[src/hw/rtl/assert_macros.svh]
// Assertion macros shared by the RTL files.
// No dependencies.
`ifndef ASSERT_MACROS_SVH
`define ASSERT_MACROS_SVH
// Implication checked every clock edge, disabled in reset.
`define ASSERT_IMPL(label, clk, rstn, ante, cons) \
  label: assert property (@(posedge clk) disable iff (!rstn) (ante) |-> (cons)) \
    else $error("assertion failed");
// Next-cycle implication, disabled in reset.
`define ASSERT_NEXT(label, clk, rstn, ante, cons) \
  label: assert property (@(posedge clk) disable iff (!rstn) (ante) |=> (cons)) \
    else $error("assertion failed");
`endif

[src/hw/rtl/fcla_pkg.sv]
// Package for the free chunk list allocator: constants, codes, control structs.
// No dependencies.
`timescale 1ns / 1ps
package fcla_pkg;
  localparam int unsigned ListDepthDefault   = 64;
  localparam int unsigned HeaderBytesDefault = 8;
  localparam logic [31:0] SplitReset         = 32'd102400;
  localparam int unsigned PaddrW             = 2;

  typedef enum logic [1:0] {
    CMD_ALLOC  = 2'd0,
    CMD_SPLIT  = 2'd1,
    CMD_FREE   = 2'd2,
    CMD_UNUSED = 2'd3
  } cmd_e;

  typedef enum logic [1:0] {
    ST_OK   = 2'd0,
    ST_MISS = 2'd1,
    ST_FULL = 2'd2
  } status_e;

  localparam logic [PaddrW-1:0] RegSplitThr = 2'd0;

  typedef enum logic [3:0] {
    S_IDLE,
    S_ARD,     // alloc: issue read at scan index
    S_ACHK,    // alloc: check entry
    S_RMRD,    // remove: read k+1
    S_RMWR,    // remove: write k
    S_FRD,     // free: issue read at scan index
    S_FCHK,    // free: compare offset
    S_SHRD,    // shift: read k-1
    S_SHWR,    // shift: write k
    S_INS,     // write new entry, read next
    S_NCHK,    // check next adjacency
    S_PRD,     // read prev
    S_PCHK,    // check prev adjacency
    S_DONE
  } state_e;

  typedef struct packed {
    logic load;       // capture request
    logic idx_clr;
    logic idx_inc;
    logic idx_dec;
    logic k_from_idx; // k = idx
    logic k_from_idxp1; // k = idx + 1
    logic k_from_cnt; // k = count
    logic k_inc;
    logic k_dec;
    logic rd_idx;     // read address idx
    logic rd_kp1;
    logic rd_km1;
    logic rd_idxp1;
    logic rd_idxm1;
    logic wr_k_hold;  // write read data to k
    logic wr_split;   // write split entry at idx
    logic wr_new;     // write new entry at idx
    logic wr_nmerge;  // write next-merged entry at idx
    logic wr_pmerge;  // write prev-merged entry at idx-1
    logic cnt_inc;
    logic cnt_dec;
    logic res_hit;
    logic res_split;
    logic res_miss;
    logic res_full;
    logic res_zero;
    logic out_load;
  } ctrl_t;

  typedef struct packed {
    logic idx_lt_cnt;
    logic idx_gt0;
    logic idxp1_lt_cnt;
    logic k_gt_idx;
    logic kp1_lt_cnt;
    logic full;
    logic fits;
    logic can_split;
    logic off_gt;
    logic next_adj;
    logic prev_adj;
    logic out_busy;
  } stat_t;
endpackage

[src/hw/rtl/fcla_ctrl.sv]
// Controller state machine sequencing scans, shifts and merges over the list.
// Depends on fcla_pkg.
`timescale 1ns / 1ps
module fcla_ctrl (
  input  logic            clk_i,
  input  logic            rst_ni,
  input  logic            in_valid_i,
  input  logic [1:0]      cmd_i,
  output logic            in_ready_o,
  input  fcla_pkg::stat_t stat_i,
  output fcla_pkg::ctrl_t ctrl_o,
  output logic            busy_o
);
  import fcla_pkg::*;
  state_e state_q, state_d;
  cmd_e   cmd;
  logic   go;
  logic   nmrg_q, nmrg_d;
  logic   next_merge, prev_merge;

  assign cmd = cmd_e'(cmd_i);
  assign in_ready_o = (state_q == S_IDLE) && !stat_i.out_busy;
  assign go = in_valid_i && in_ready_o;
  assign busy_o = state_q != S_IDLE;
  assign next_merge = stat_i.idxp1_lt_cnt && stat_i.next_adj;
  assign prev_merge = stat_i.idx_gt0 && stat_i.prev_adj;

  always_ff @(posedge clk_i or negedge rst_ni) begin
    if (!rst_ni) begin
      state_q <= S_IDLE;
      nmrg_q  <= 1'b0;
    end else begin
      state_q <= state_d;
      nmrg_q  <= nmrg_d;
    end
  end

  // nmrg: removal of the merged next entry is running, prev check follows
  always_comb begin
    state_d = state_q;
    nmrg_d = nmrg_q;
    unique case (state_q)
      S_IDLE: begin
        nmrg_d = 1'b0;
        if (go) begin
          unique case (cmd)
            CMD_ALLOC, CMD_SPLIT: state_d = S_ARD;
            CMD_FREE:             state_d = stat_i.full ? S_DONE : S_FRD;
            default:              state_d = S_DONE;
          endcase
        end
      end
      S_ARD:  state_d = stat_i.idx_lt_cnt ? S_ACHK : S_DONE;
      S_ACHK: begin
        if (!stat_i.fits) state_d = S_ARD;
        else if (stat_i.can_split) state_d = S_DONE;
        else state_d = S_RMRD;
      end
      S_RMRD: begin
        if (stat_i.kp1_lt_cnt) state_d = S_RMWR;
        else if (nmrg_q) state_d = S_PRD;
        else state_d = S_DONE;
      end
      S_RMWR: state_d = S_RMRD;
      S_FRD:  state_d = stat_i.idx_lt_cnt ? S_FCHK : S_SHRD;
      S_FCHK: state_d = stat_i.off_gt ? S_SHRD : S_FRD;
      S_SHRD: state_d = stat_i.k_gt_idx ? S_SHWR : S_INS;
      S_SHWR: state_d = S_SHRD;
      S_INS:  state_d = S_NCHK;
      S_NCHK: begin
        if (next_merge) begin
          state_d = S_RMRD;
          nmrg_d = 1'b1;
        end else begin
          state_d = S_PRD;
        end
      end
      S_PRD: begin
        state_d = S_PCHK;
        nmrg_d = 1'b0;
      end
      S_PCHK: state_d = prev_merge ? S_RMRD : S_DONE;
      S_DONE: state_d = S_IDLE;
      default: state_d = S_IDLE;
    endcase
  end

  always_comb begin
    ctrl_o = '0;
    unique case (state_q)
      S_IDLE: if (go) begin
        ctrl_o.load = 1'b1;
        ctrl_o.idx_clr = 1'b1;
        if (cmd == CMD_FREE && stat_i.full) begin
          ctrl_o.res_full = 1'b1;
        end else if (cmd == CMD_UNUSED || cmd == CMD_FREE) begin
          ctrl_o.res_zero = 1'b1;
        end
      end
      S_ARD: begin
        ctrl_o.rd_idx = 1'b1;
        if (!stat_i.idx_lt_cnt) ctrl_o.res_miss = 1'b1;
      end
      S_ACHK: begin
        if (!stat_i.fits) ctrl_o.idx_inc = 1'b1;
        else begin
          ctrl_o.res_hit = 1'b1;
          ctrl_o.res_split = stat_i.can_split;
          if (stat_i.can_split) ctrl_o.wr_split = 1'b1;
          else ctrl_o.k_from_idx = 1'b1;
        end
      end
      S_RMRD: begin
        ctrl_o.rd_kp1 = 1'b1;
        if (!stat_i.kp1_lt_cnt) ctrl_o.cnt_dec = 1'b1;
      end
      S_RMWR: begin
        ctrl_o.wr_k_hold = 1'b1;
        ctrl_o.k_inc = 1'b1;
      end
      S_FRD: begin
        ctrl_o.rd_idx = 1'b1;
        if (!stat_i.idx_lt_cnt) ctrl_o.k_from_cnt = 1'b1;
      end
      S_FCHK: begin
        if (stat_i.off_gt) ctrl_o.k_from_cnt = 1'b1;
        else ctrl_o.idx_inc = 1'b1;
      end
      S_SHRD: ctrl_o.rd_km1 = 1'b1;
      S_SHWR: begin
        ctrl_o.wr_k_hold = 1'b1;
        ctrl_o.k_dec = 1'b1;
      end
      S_INS: begin
        ctrl_o.wr_new = 1'b1;
        ctrl_o.cnt_inc = 1'b1;
        ctrl_o.rd_idxp1 = 1'b1;
      end
      S_NCHK: begin
        if (next_merge) begin
          ctrl_o.wr_nmerge = 1'b1;
          ctrl_o.k_from_idxp1 = 1'b1;
        end
      end
      S_PRD: ctrl_o.rd_idxm1 = 1'b1;
      S_PCHK: begin
        if (prev_merge) begin
          ctrl_o.wr_pmerge = 1'b1;
          ctrl_o.k_from_idx = 1'b1;
        end
      end
      S_DONE: ctrl_o.out_load = 1'b1;
      default: ;
    endcase
  end
endmodule

[config.mk]
export PLATFORM = sky130hd
export DESIGN_NAME = fcla_ctrl
export DESIGN_NICKNAME = d
export VERILOG_FILES = /design/src/hw/rtl/assert_macros.svh /design/src/hw/rtl/fcla_pkg.sv /design/src/hw/rtl/fcla_ctrl.sv
export SDC_FILE = /design/constraint.sdc
export NUM_CORES = 1
export LEC_CHECK = 0
export BUFFER_PORTS_ARGS = -buffer_cell sky130_fd_sc_hd__buf_2
export CORE_ASPECT_RATIO = 1.2
export CORE_MARGIN = 2
export CORE_UTILIZATION = 36
export DETAILED_ROUTE_END_ITERATION = 16
export PLACE_DENSITY_LB_ADDON = 0.12
export SYNTH_ARGS = -nofsm -noshare
export SYNTH_HDL_FRONTEND = slang
export SYNTH_SLANG_ARGS = --single-unit
[constraint.sdc]
create_clock -name clk_i -period 1.6 [get_ports clk_i]
set_clock_uncertainty 0.2 [all_clocks]
set_input_delay 0.08 -clock clk_i [delete_from_list [all_inputs] [get_ports clk_i]]
set_output_delay 0.08 -clock clk_i [all_outputs]
set_load 0.01 [all_outputs]
==> impl_metrics.tcl, run 1 <==
set metrics [dict create \
    synth_most_common_cell "nor2_1" \
    ys_ff_latch 5 \
    error_line "[ERROR DPL-0038] Utilization greater than 100%, impossible to legalize" \
    status "stopped before the end" \
    synth_top_area_frac 0.193 \
    io_buffer_count 44 \
    syn_inst 92 \
    yosysWarnings 0 \
    lastStage "global routing (5_1_grt)" \
    ys_seq_area_frac 0.193 \
    ys_async_sr_fraction 1.00 \
    synth.largest_area_cell "dfrtp_1" \
    htreeDepth 1 \
    syn_avg_cell_area_sq_um 7.03 \
    synthFlopType "dfrtp_1" \
    dp_hpwl_um 1760 \
    grt_max_degree 12 \
    numCtsBuffers 3 \
    synth_cell_types 32 \
    netlist_area_sq_um 647 \
    cts_max_path_buffers 2 \
    die_h_um 50.4 \
    postGrtWorstEndpoint "ctrl_o[2]" \
    cts.sinks 5 \
    dpl_cell_area_sq_mm 0.00103 \
    synth_area_leaders "dfrtp_1 19%, nor2_1 9.3%, buf_4 7.0%" \
    synth_edf_count 0 \
    worstEndpointType "top-level output" \
    start_util 0.389 \
    gp_congestion 0.862 \
    rows 16 \
    synth_common_cells "16 x nor2_1, 7 x a21oi_1, 6 x buf_4, 6 x nor3_1" \
    synth_fp_nets 109 \
    pin_count 46 \
    cts_root_buf "clkbuf_4" \
    die-width_um 42.7 \
]
[logic make-up after synthesis]
| family | synth area share |
|---|---|
| and+or+nand+nor | 0.422 |
| AOI/OAI and AO/OA | 0.224 |
| buffers and inverters | 0.155 |
| DFF | 0.193 |
| other | 0.00580 |
[stage by stage]
step                TNS (ps)  setup slack (ps)  instances   util  hold slack [ps]
CTS                    -5250              -388        186  0.863             51.6
floorplan               -698              -194         92      -             -416
detailed placement      -821              -161        167  0.617             -302
global placement        -734              -176        167  0.617             -307
[repair_timing]
item / CTS
endpoints found under the hold margin: 6
gates cloned: 0
buffers inserted: 12
endpoints found under the setup margin: 32
pin swaps: 7
hold buffers: 3
gates resized for setup: 53
==> inputs of run 2 (changes only) <==
--- a/config.mk
+++ b/config.mk
@@ -6,11 +6,10 @@
 export NUM_CORES = 1
 export LEC_CHECK = 0
 export BUFFER_PORTS_ARGS = -buffer_cell sky130_fd_sc_hd__buf_2
-export CORE_ASPECT_RATIO = 1.2
-export CORE_MARGIN = 2
-export CORE_UTILIZATION = 36
+export CORE_AREA = 2 2 63 65
 export DETAILED_ROUTE_END_ITERATION = 16
-export PLACE_DENSITY_LB_ADDON = 0.12
+export DIE_AREA = 0 0 65 67
+export PLACE_DENSITY_LB_ADDON = 0.15
 export SYNTH_ARGS = -nofsm -noshare
 export SYNTH_HDL_FRONTEND = slang
 export SYNTH_SLANG_ARGS = --single-unit
==> constraint.sdc (replaced) <==
create_clock -name clk_i -period 2.1 [get_ports clk_i]
set_clock_uncertainty 0.2 [all_clocks]
set_input_delay 0.105 -clock clk_i [delete_from_list [all_inputs] [get_ports clk_i]]
set_output_delay 0.105 -clock clk_i [all_outputs]
set_load 0.01 [all_outputs]
==> run 2 against run 1 <==
  * The run now ends clean
  * Area after synthesis did not move
  * Synthesized cell count did not move
==> impl_metrics.tcl, run 2 <==
set metrics [dict create \
    status "finished, final reports clean" \
    synth.largest_area_cell "dfrtp_1" \
    grt_first_pass_wirelength_um 3540 \
    synth-compound-area-share 0.224 \
    synthSimpleGateAreaFrac 0.422 \
    synthToLayoutAreaGrowth_pct 51.3 \
    reg.largest.list "state_q (4), nmrg_q (1)" \
    htreeDepth 1 \
    finalSetupViolations 0 \
    cts.clk_slew.worst_paths_ps 40 \
    die_h_um 67 \
    syn_avg_cell_area_sq_um 7.03 \
    wl_met3_um 126 \
    drive_gt1_frac 0.486 \
    grt_pass1_vias 751 \
    finalSetupTns_ps 0 \
    detail_route.wl_per_cell_um 12.7 \
    start_util 0.179 \
    fin_total_pwr_w 0.00122 \
    clock_latency_ps 230 \
    synth_edf_count 0 \
    synth_fp_nets 109 \
    nNetsFinal 156 \
    cpPeakStageDelay_ps 520 \
    dp_hpwl_um 1900 \
    crit_required_ps 1790 \
    wirelength_um 2360 \
    most-common-layout-cells "44 x buf_2, 16 x nor2_1, 9 x buf_4" \
    grt_max_degree 15 \
    synth_most_common_cell "nor2_1" \
    netlist_area_sq_um 647 \
    io_buffer_count 44 \
    first_pass_iters 4 \
    drc 0 \
    tightestPinTransition_ps 487 \
    cts_max_path_buffers 2 \
    crit_chain "or4_4 -> nor2b_4 -> nand2_2 -> nor3b_2 -> buf_2" \
    setup_ws_ps 78.7 \
    yosysWarnings 0 \
    synth_area_leaders "dfrtp_1 19%, nor2_1 9.3%, buf_4 7.0%" \
    arrival_ps 1720 \
    final_common_cell "buf_2" \
    vdd_drop_max_uv 312 \
    antenna_found_initial 0 \
    cap_violations 0 \
    path_buf_inv 1 \
    p_leak_nw 0.510 \
    synth_common_cells "16 x nor2_1, 7 x a21oi_1, 6 x buf_4, 6 x nor3_1" \
    min_path_type "input pin to asynchronous set/reset pin" \
    cts_root_buf "clkbuf_8" \
    numCtsBuffers 3 \
    synth_top_area_frac 0.193 \
    power_density_mw_per_mm2 1240 \
    synthMuxAreaShare 0 \
    report.final.slew_viol_count 0 \
    startpoint_type "flop" \
    via_count 801 \
    largest_register_ffs 4 \
    period_share 0.963 \
    pin_count 46 \
    num_antenna_cells 0 \
    max_freq_mhz 495 \
    synth_top_family_by_area "simple AND/OR/NAND/NOR gates" \
    top_layer "met4" \
    pre_cts_slack_ps 212 \
    rows 22 \
    core_sq_mm 0.00361 \
    cts.sinks 5 \
    rsz0062_at_grt "no" \
    dpl_cell_area_sq_um 880 \
    wl_met1_um 1090 \
    die-width_um 65 \
    ys_async_sr_fraction 1.00 \
    top_register "state_q" \
    hold_viol_final 0 \
    crit_slowest_cell "or4_4" \
    drt-vias-per-instance 4.31 \
    final_area_sq_um 978 \
    final_antenna_net_count 0 \
    synth_xor_xnor_area_share 0 \
    slew_headroom 0.672 \
    gp_congestion 0.793 \
    ys_ff_latch 5 \
    synthFlopType "dfrtp_1" \
    met2_length_um 1130 \
    cts_tree "yes" \
    hold_ws_ps 34.3 \
    cp_top_family "simple AND/OR/NAND/NOR gates" \
    syn_inst 92 \
    ys_seq_area_frac 0.193 \
    grt.total_usage 0.109 \
    period_needed_ps 2020 \
    grt_overflow_total 0 \
    dieArea_sq_mm 0.00436 \
    synth_cell_types 32 \
    first_iter_violations 28 \
    worst-path-max-fanout 9 \
    synth_fa_ha_area_frac 0 \
    path_class "flop to primary output" \
    cp-end-kind "primary output" \
]
run 2: per-stage QoR:
stage,utilization,instances
final,0.271,186
after global routing,0.271,186
after CTS,0.265,183
after detailed placement,0.244,176
after global placement,0.244,176
after floorplan,-,92
run 2: power breakdown:
part | switching [W] | internal [W]
logic | 0.000455 | 0.000360
clock network | 0.0000534 | 0.000131
registers | 0.0000695 | 0.000149
total | 0.000578 | 0.000639
run 2: worst register-to-register path: stages (launching register included):
cell and delay, ps:
dfrtp_2 450, or4_4 520, buf_4 170, o22ai_1 250, a31oi_1 70
run 2: per-layer routing:
metal  vias up  GRT usage
met4         0     0.0399
li1        408          -
met5         -          0
met1       369      0.135
met3         2     0.0372
met2        22      0.174
run 2: cell type report:
class | count | area (sq um)
fill | 408 | 2630
multi-input combinational | 70 | 422
timing repair buffer | 55 | 308
sequential | 5 | 129
tap | 48 | 60.1
clock buffer | 4 | 45.0
inverter | 4 | 15.0
run 2: final timing paths:
check	from	depth (start not counted)	slack, ps	end
min in group clk_i	stat_i[4]	4	90	state_q[1]
max in group asynchronous	rst_ni	2	1500	state_q[0]
min reg2reg	nmrg_q	1	410	nmrg_q
max	state_q[1]	5	80	ctrl_o[2]
max reg2reg	state_q[1]	4	300	state_q[0]
min	rst_ni	2	30	state_q[3]
run 2: cells by family after synthesis:
family	count (synthesis)
other	1
AO/OA/AOI/OAI	21
AND/OR/NAND/NOR	48
flip-flops	5
buffers and inverters	17
run 2: repair_timing:
| item | CTS | global route |
|---|---|---|
| endpoints found under the hold margin | 6 | 0 |
| hold buffers | 2 | 0 |
| resized for setup | 2 | 1 |
| pin swaps | 1 | 0 |
| setup endpoints to repair | 1 | 2 |
| cloned | 0 | 0 |
| buffers inserted | 1 | 3 |
Note: power is estimated with default switching activity, not from simulation.
==> inputs of run 3 (changes only) <==
--- a/config.mk
+++ b/config.mk
@@ -9,7 +9,7 @@
 export CORE_AREA = 2 2 63 65
 export DETAILED_ROUTE_END_ITERATION = 16
 export DIE_AREA = 0 0 65 67
-export PLACE_DENSITY_LB_ADDON = 0.15
+export PLACE_DENSITY = 0.46
 export SYNTH_ARGS = -nofsm -noshare
 export SYNTH_HDL_FRONTEND = slang
 export SYNTH_SLANG_ARGS = --single-unit
==> run 3 against run 2 <==
  * Flip-flop and latch count is the same
  * First-iteration DRC count is 29% lower
  * Clock power decreased by 5%
  * Via count grew 0.87%
  * Critical endpoint unchanged
  * Largest cell class unchanged
==> impl_metrics.tcl, run 3 (synthesized netlist as in run 2, its figures left out) <==
set metrics [dict create \
    slew_headroom 0.662 \
    final_antenna_net_count 0 \
    rr_worst_depth 5 \
    p_leak_nw 0.501 \
    arrival_ps 1730 \
    finalSetupViolations 0 \
    grt.total_usage 0.0981 \
    dieArea_sq_mm 0.00436 \
    via_count 808 \
    detail_route.wl_per_cell_um 11.5 \
    period_share 0.967 \
    cp_num_cells 5 \
    most-common-layout-cells "44 x buf_2, 16 x nor2_1, 7 x a21oi_1, 7 x buf_4, 6 x nor3_1" \
    startpoint_type "flop" \
    tightestPinTransition_ps 502 \
    cp_top_family "simple AND/OR/NAND/NOR gates" \
    die_h_um 67 \
    fin_total_pwr_w 0.00119 \
    gp_congestion 0.862 \
    hold_viol_final 0 \
    nNetsFinal 154 \
    drc 0 \
    worst-path-max-fanout 7 \
    vdd_drop_max_uv 365 \
    min_path_type "input pin to asynchronous set/reset pin" \
    io_buffer_count 44 \
    grt_overflow_total 0 \
    num_antenna_cells 0 \
    clock_latency_ps 220 \
    wirelength_um 2120 \
    hold_ws_ps 28.7 \
    path_buf_inv 1 \
    top_register "state_q" \
    rsz0062_at_grt "no" \
    numCtsBuffers 3 \
    start_util 0.179 \
    pin_count 46 \
    first_pass_iters 4 \
    crit_required_ps 1790 \
    grt_pass1_vias 721 \
    dp_hpwl_um 1740 \
    grt_max_degree 15 \
    crit_slowest_cell "or4_4" \
    path_class "flop to primary output" \
    cts_tree "yes" \
    cts_max_path_buffers 2 \
    final_common_cell "buf_2" \
    htreeDepth 1 \
    synthToLayoutAreaGrowth_pct 48.7 \
    cap_violations 0 \
    cp-end-kind "primary output" \
    cts.clk_slew.worst_paths_ps 30 \
    rows 22 \
    period_needed_ps 2030 \
    crit_chain "or4_4 -> nor2b_4 -> nand2_2 -> nor3b_2 -> buf_2" \
    cts_root_buf "clkbuf_8" \
    core_sq_mm 0.00361 \
    finalSetupTns_ps 0 \
    largest_register_ffs 4 \
    max_freq_mhz 492 \
    power_density_mw_per_mm2 1230 \
    grt_first_pass_wirelength_um 3330 \
    cts.sinks 5 \
    first_iter_violations 20 \
    cpPeakStageDelay_ps 550 \
    reg.largest.list "state_q (4), nmrg_q (1)" \
    die-width_um 65 \
    antenna_found_initial 0 \
    status "finished, final reports clean" \
    drive_gt1_frac 0.471 \
    report.final.slew_viol_count 0 \
    drt-vias-per-instance 4.39 \
]
[run 3: cell types whose count changed in the layout (fill, tap and decap cells not counted), sizes merged]
cell | before | now
buf | 53 | 51
[run 3: worst paths after layout]
check | endpoint | from | slack (ps)
setup / recovery | ctrl_o[2] | state_q[1] | 70
hold / removal | state_q[2] | rst_ni | 30
setup reg to reg | state_q[3] | state_q[1] | 250
hold reg to reg | nmrg_q | nmrg_q | 390
max in group asynchronous | state_q[0] | rst_ni | 1530
min in group clk_i | state_q[0] | stat_i[7] | 110
[run 3: where the power goes]
| part | switching [W] | leakage, nW | internal (W) | total [W] |
|---|---|---|---|---|
| Clock | 0.0000446 | 0.0228 | 0.000130 | 0.000175 |
| Combinational | 0.000450 | 0.418 | 0.000349 | 0.000799 |
| Sequential | 0.0000652 | 0.0607 | 0.000147 | 0.000212 |
[run 3: cell type report]
| class | instances | area, sq um |
|---|---|---|
| inverter | 4 | 15.0 |
| tap | 48 | 60.1 |
| sequential | 5 | 128 |
| clock buffer | 4 | 45.0 |
| timing repair buffer | 53 | 293 |
| multi-input combinational | 70 | 422 |
| fill | 411 | 2640 |
[run 3: stage by stage]
stage | setup slack [ps] | std cells | instance area (sq um) | util
floorplan | 256 | 92 | 647 | -
global placement | 254 | 176 | 880 | 0.244
detailed placement | 217 | 176 | 880 | 0.244
CTS | 11.2 | 182 | 946 | 0.262
global route | 4.64 | 184 | 962 | 0.267
finish | 68.7 | 184 | 962 | 0.267
[run 3: routing by layer]
layer	GRT usage	wire length [um]	vias to the layer above
li1	-	-	403
met1	0.130	986	363
met2	0.143	909	40
met3	0.0355	210	2
met4	0.0399	18	0
met5	0	0	-
[run 3: what timing repair did]
item | CTS | global route
gates resized for setup | 1 | 1
endpoints found under the setup margin | 1 | 2
setup buffers | 0 | 2
endpoints found under the hold margin | 6 | 0
hold buffers | 2 | 0
pin swaps | 0 | 0
==> inputs of run 4 (changes only) <==
==> constraint.sdc (replaced) <==
create_clock -name clk_i -period 2.3 [get_ports clk_i]
set_clock_uncertainty 0.2 [all_clocks]
set_input_delay 0.115 -clock clk_i [delete_from_list [all_inputs] [get_ports clk_i]]
set_output_delay 0.115 -clock clk_i [all_outputs]
set_load 0.01 [all_outputs]
==> run 4 against run 3 <==
  * Core utilization shrank 1.1 points
  * Worst hold slack gained 11 ps
  * Global-route usage shrank 0.22 points
  * Count of clock-buffer cells in the layout is the same
  * Combinational power shrank 20%
  * Final area shrank 4.2%
  * Register-to-register slack gained 170 ps
  * Cell count shrank 2.7%
  * Highest routed layer unchanged
  * Clock power shrank 8%
  * Sequential share of layout area grew 0.30 points
  * Sequential power shrank 2%
  * Setup slack gained 88 ps
==> impl_metrics.tcl, run 4 (synthesized netlist as in run 2, its figures left out) <==
set metrics [dict create \
    cpPeakStageDelay_ps 580 \
    pin_count 46 \
    grt_first_pass_wirelength_um 3280 \
    synthToLayoutAreaGrowth_pct 42.6 \
    grt_util_met1 0.137 \
    power_density_mw_per_mm2 1100 \
    multi_input_area_sq_um 422 \
    finalSetupTns_ps 0 \
    grt_max_degree 15 \
    cts_root_buf "clkbuf_8" \
    seq_area_sq_um 125 \
    startpoint_type "flop" \
    max_freq_mhz 467 \
    clock_latency_ps 220 \
    path_class "flop to primary output" \
    final_cells 179 \
    final_common_cell "buf_2" \
    dieArea_sq_mm 0.00436 \
    drc 0 \
    drt-vias-per-instance 4.26 \
    die_h_um 67 \
    busiest_layer "met1" \
    cp-end-kind "primary output" \
    cts.clk_slew.worst_paths_ps 30 \
    drive_gt1_frac 0.435 \
    vdd_drop_max_uv 268 \
    worst-path-max-fanout 12 \
    use_met2 0.137 \
    top_register "state_q" \
    crit_slowest_cell "or4_4" \
    crit_chain "or4_4 -> nor2b_4 -> nand2_2 -> nor3b_2 -> buf_2" \
    io_buffer_count 44 \
    hold_viol_final 0 \
    status "finished, final reports clean" \
    start_util 0.179 \
    detail_route.wl_per_cell_um 11.6 \
    cts_max_path_buffers 2 \
    num_antenna_cells 0 \
    grt.total_usage 0.0959 \
    finalSetupViolations 0 \
    first_iter_violations 12 \
    wirelength_um 2070 \
    grt_pass1_vias 733 \
    rr_worst_depth 4 \
    most-common-layout-cells "44 x buf_2, 16 x nor2_1, 7 x a21oi_1" \
    cap_violations 0 \
    rows 22 \
    slew_headroom 0.645 \
    dp_hpwl_um 1720 \
    cts_tree "yes" \
    numCtsBuffers 3 \
    antenna_found_initial 0 \
    post_cts_buffers 0 \
    reg.largest.list "state_q (4), nmrg_q (1)" \
    dp_cells 173 \
    rsz0062_at_grt "no" \
    via_count 762 \
    die-width_um 65 \
    p_leak_nw 0.480 \
    crit_required_ps 1990 \
    period_share 0.932 \
    report.final.slew_viol_count 0 \
    arrival_ps 1830 \
    gp_congestion 0.848 \
    period_needed_ps 2140 \
    min_path_type "input pin to asynchronous set/reset pin" \
    core_sq_mm 0.00361 \
    cts.sinks 5 \
    grt_overflow_total 0 \
    largest_register_ffs 4 \
    final_antenna_net_count 0 \
    nNetsFinal 149 \
    tightestPinTransition_ps 528 \
    htreeDepth 1 \
    grt_use_met3 0.0270 \
    first_pass_iters 4 \
    fillers 394 \
]
==> run 4: changes by cell type in the layout (fill, tap and decap cells not counted), sizes merged <==
cell	change
buf	-5
==> run 4: what timing repair did <==
| item | CTS | global route |
|---|---|---|
| hold buffers | 2 | 0 |
| endpoints found under the setup margin | 0 | 0 |
| hold endpoints to repair | 6 | 0 |
| gates resized for setup | 0 | 0 |
==> run 4: path summary, 6_finish.rpt <==
| kind | startpoint | end | slack [ps] |
|---|---|---|---|
| setup / recovery | state_q[1] | ctrl_o[2] | 160 |
| hold / removal | rst_ni | state_q[1] | 40 |
| setup reg to reg | state_q[1] | state_q[3] | 420 |
| hold reg to reg | nmrg_q | nmrg_q | 400 |
| max in group asynchronous | rst_ni | state_q[2] | 1730 |
| min in group clk_i | stat_i[11] | state_q[0] | 110 |
==> run 4: layout make-up <==
type	instances	area share
Timing Repair Buffer	48	0.277
Tap cell	48	0.0651
Inverter	4	0.0163
Clock buffer	4	0.0488
Sequential cell	5	0.136
Multi-Input combinational cell	70	0.457
==> run 4: worst max-delay path: cells and delay by family (launching register included) <==
kind,cells,cell delay [ps]
DFF,1,490
buffers and inverters,1,140
and+or+nand+nor,4,970
==> run 4: layer usage <==
metal  share of wire  vias to the layer above
li1                -                      390
met1            0.50                      329
met2            0.41                       40
met3           0.087                        3
met4          0.0039                        0
met5               0                        -
==> run 4: power by group <==
group          leakage, nW  internal (W)  switching [W]  total (W)
clock               0.0228      0.000119      0.0000421   0.000161
sequential          0.0628      0.000130      0.0000766   0.000207
combinational        0.394      0.000267       0.000376   0.000643
==> run 4: stage by stage <==
step | utilization | instance area [sq um] | power [W] | hold slack [ps] | setup WS [ps]
6_report | 0.256 | 922 | 0.00101 | 39.4 | 157
5_1_grt | 0.256 | 922 | 0.00111 | 56.4 | 92.1
4_1_cts | 0.256 | 922 | 0.00102 | 48.6 | 150
3_5_place_dp | 0.238 | 857 | 0.000847 | -264 | 399
3_3_place_gp | 0.238 | 857 | 0.000850 | -266 | 445
2_1_floorplan | - | 647 | 0.000679 | -381 | 446
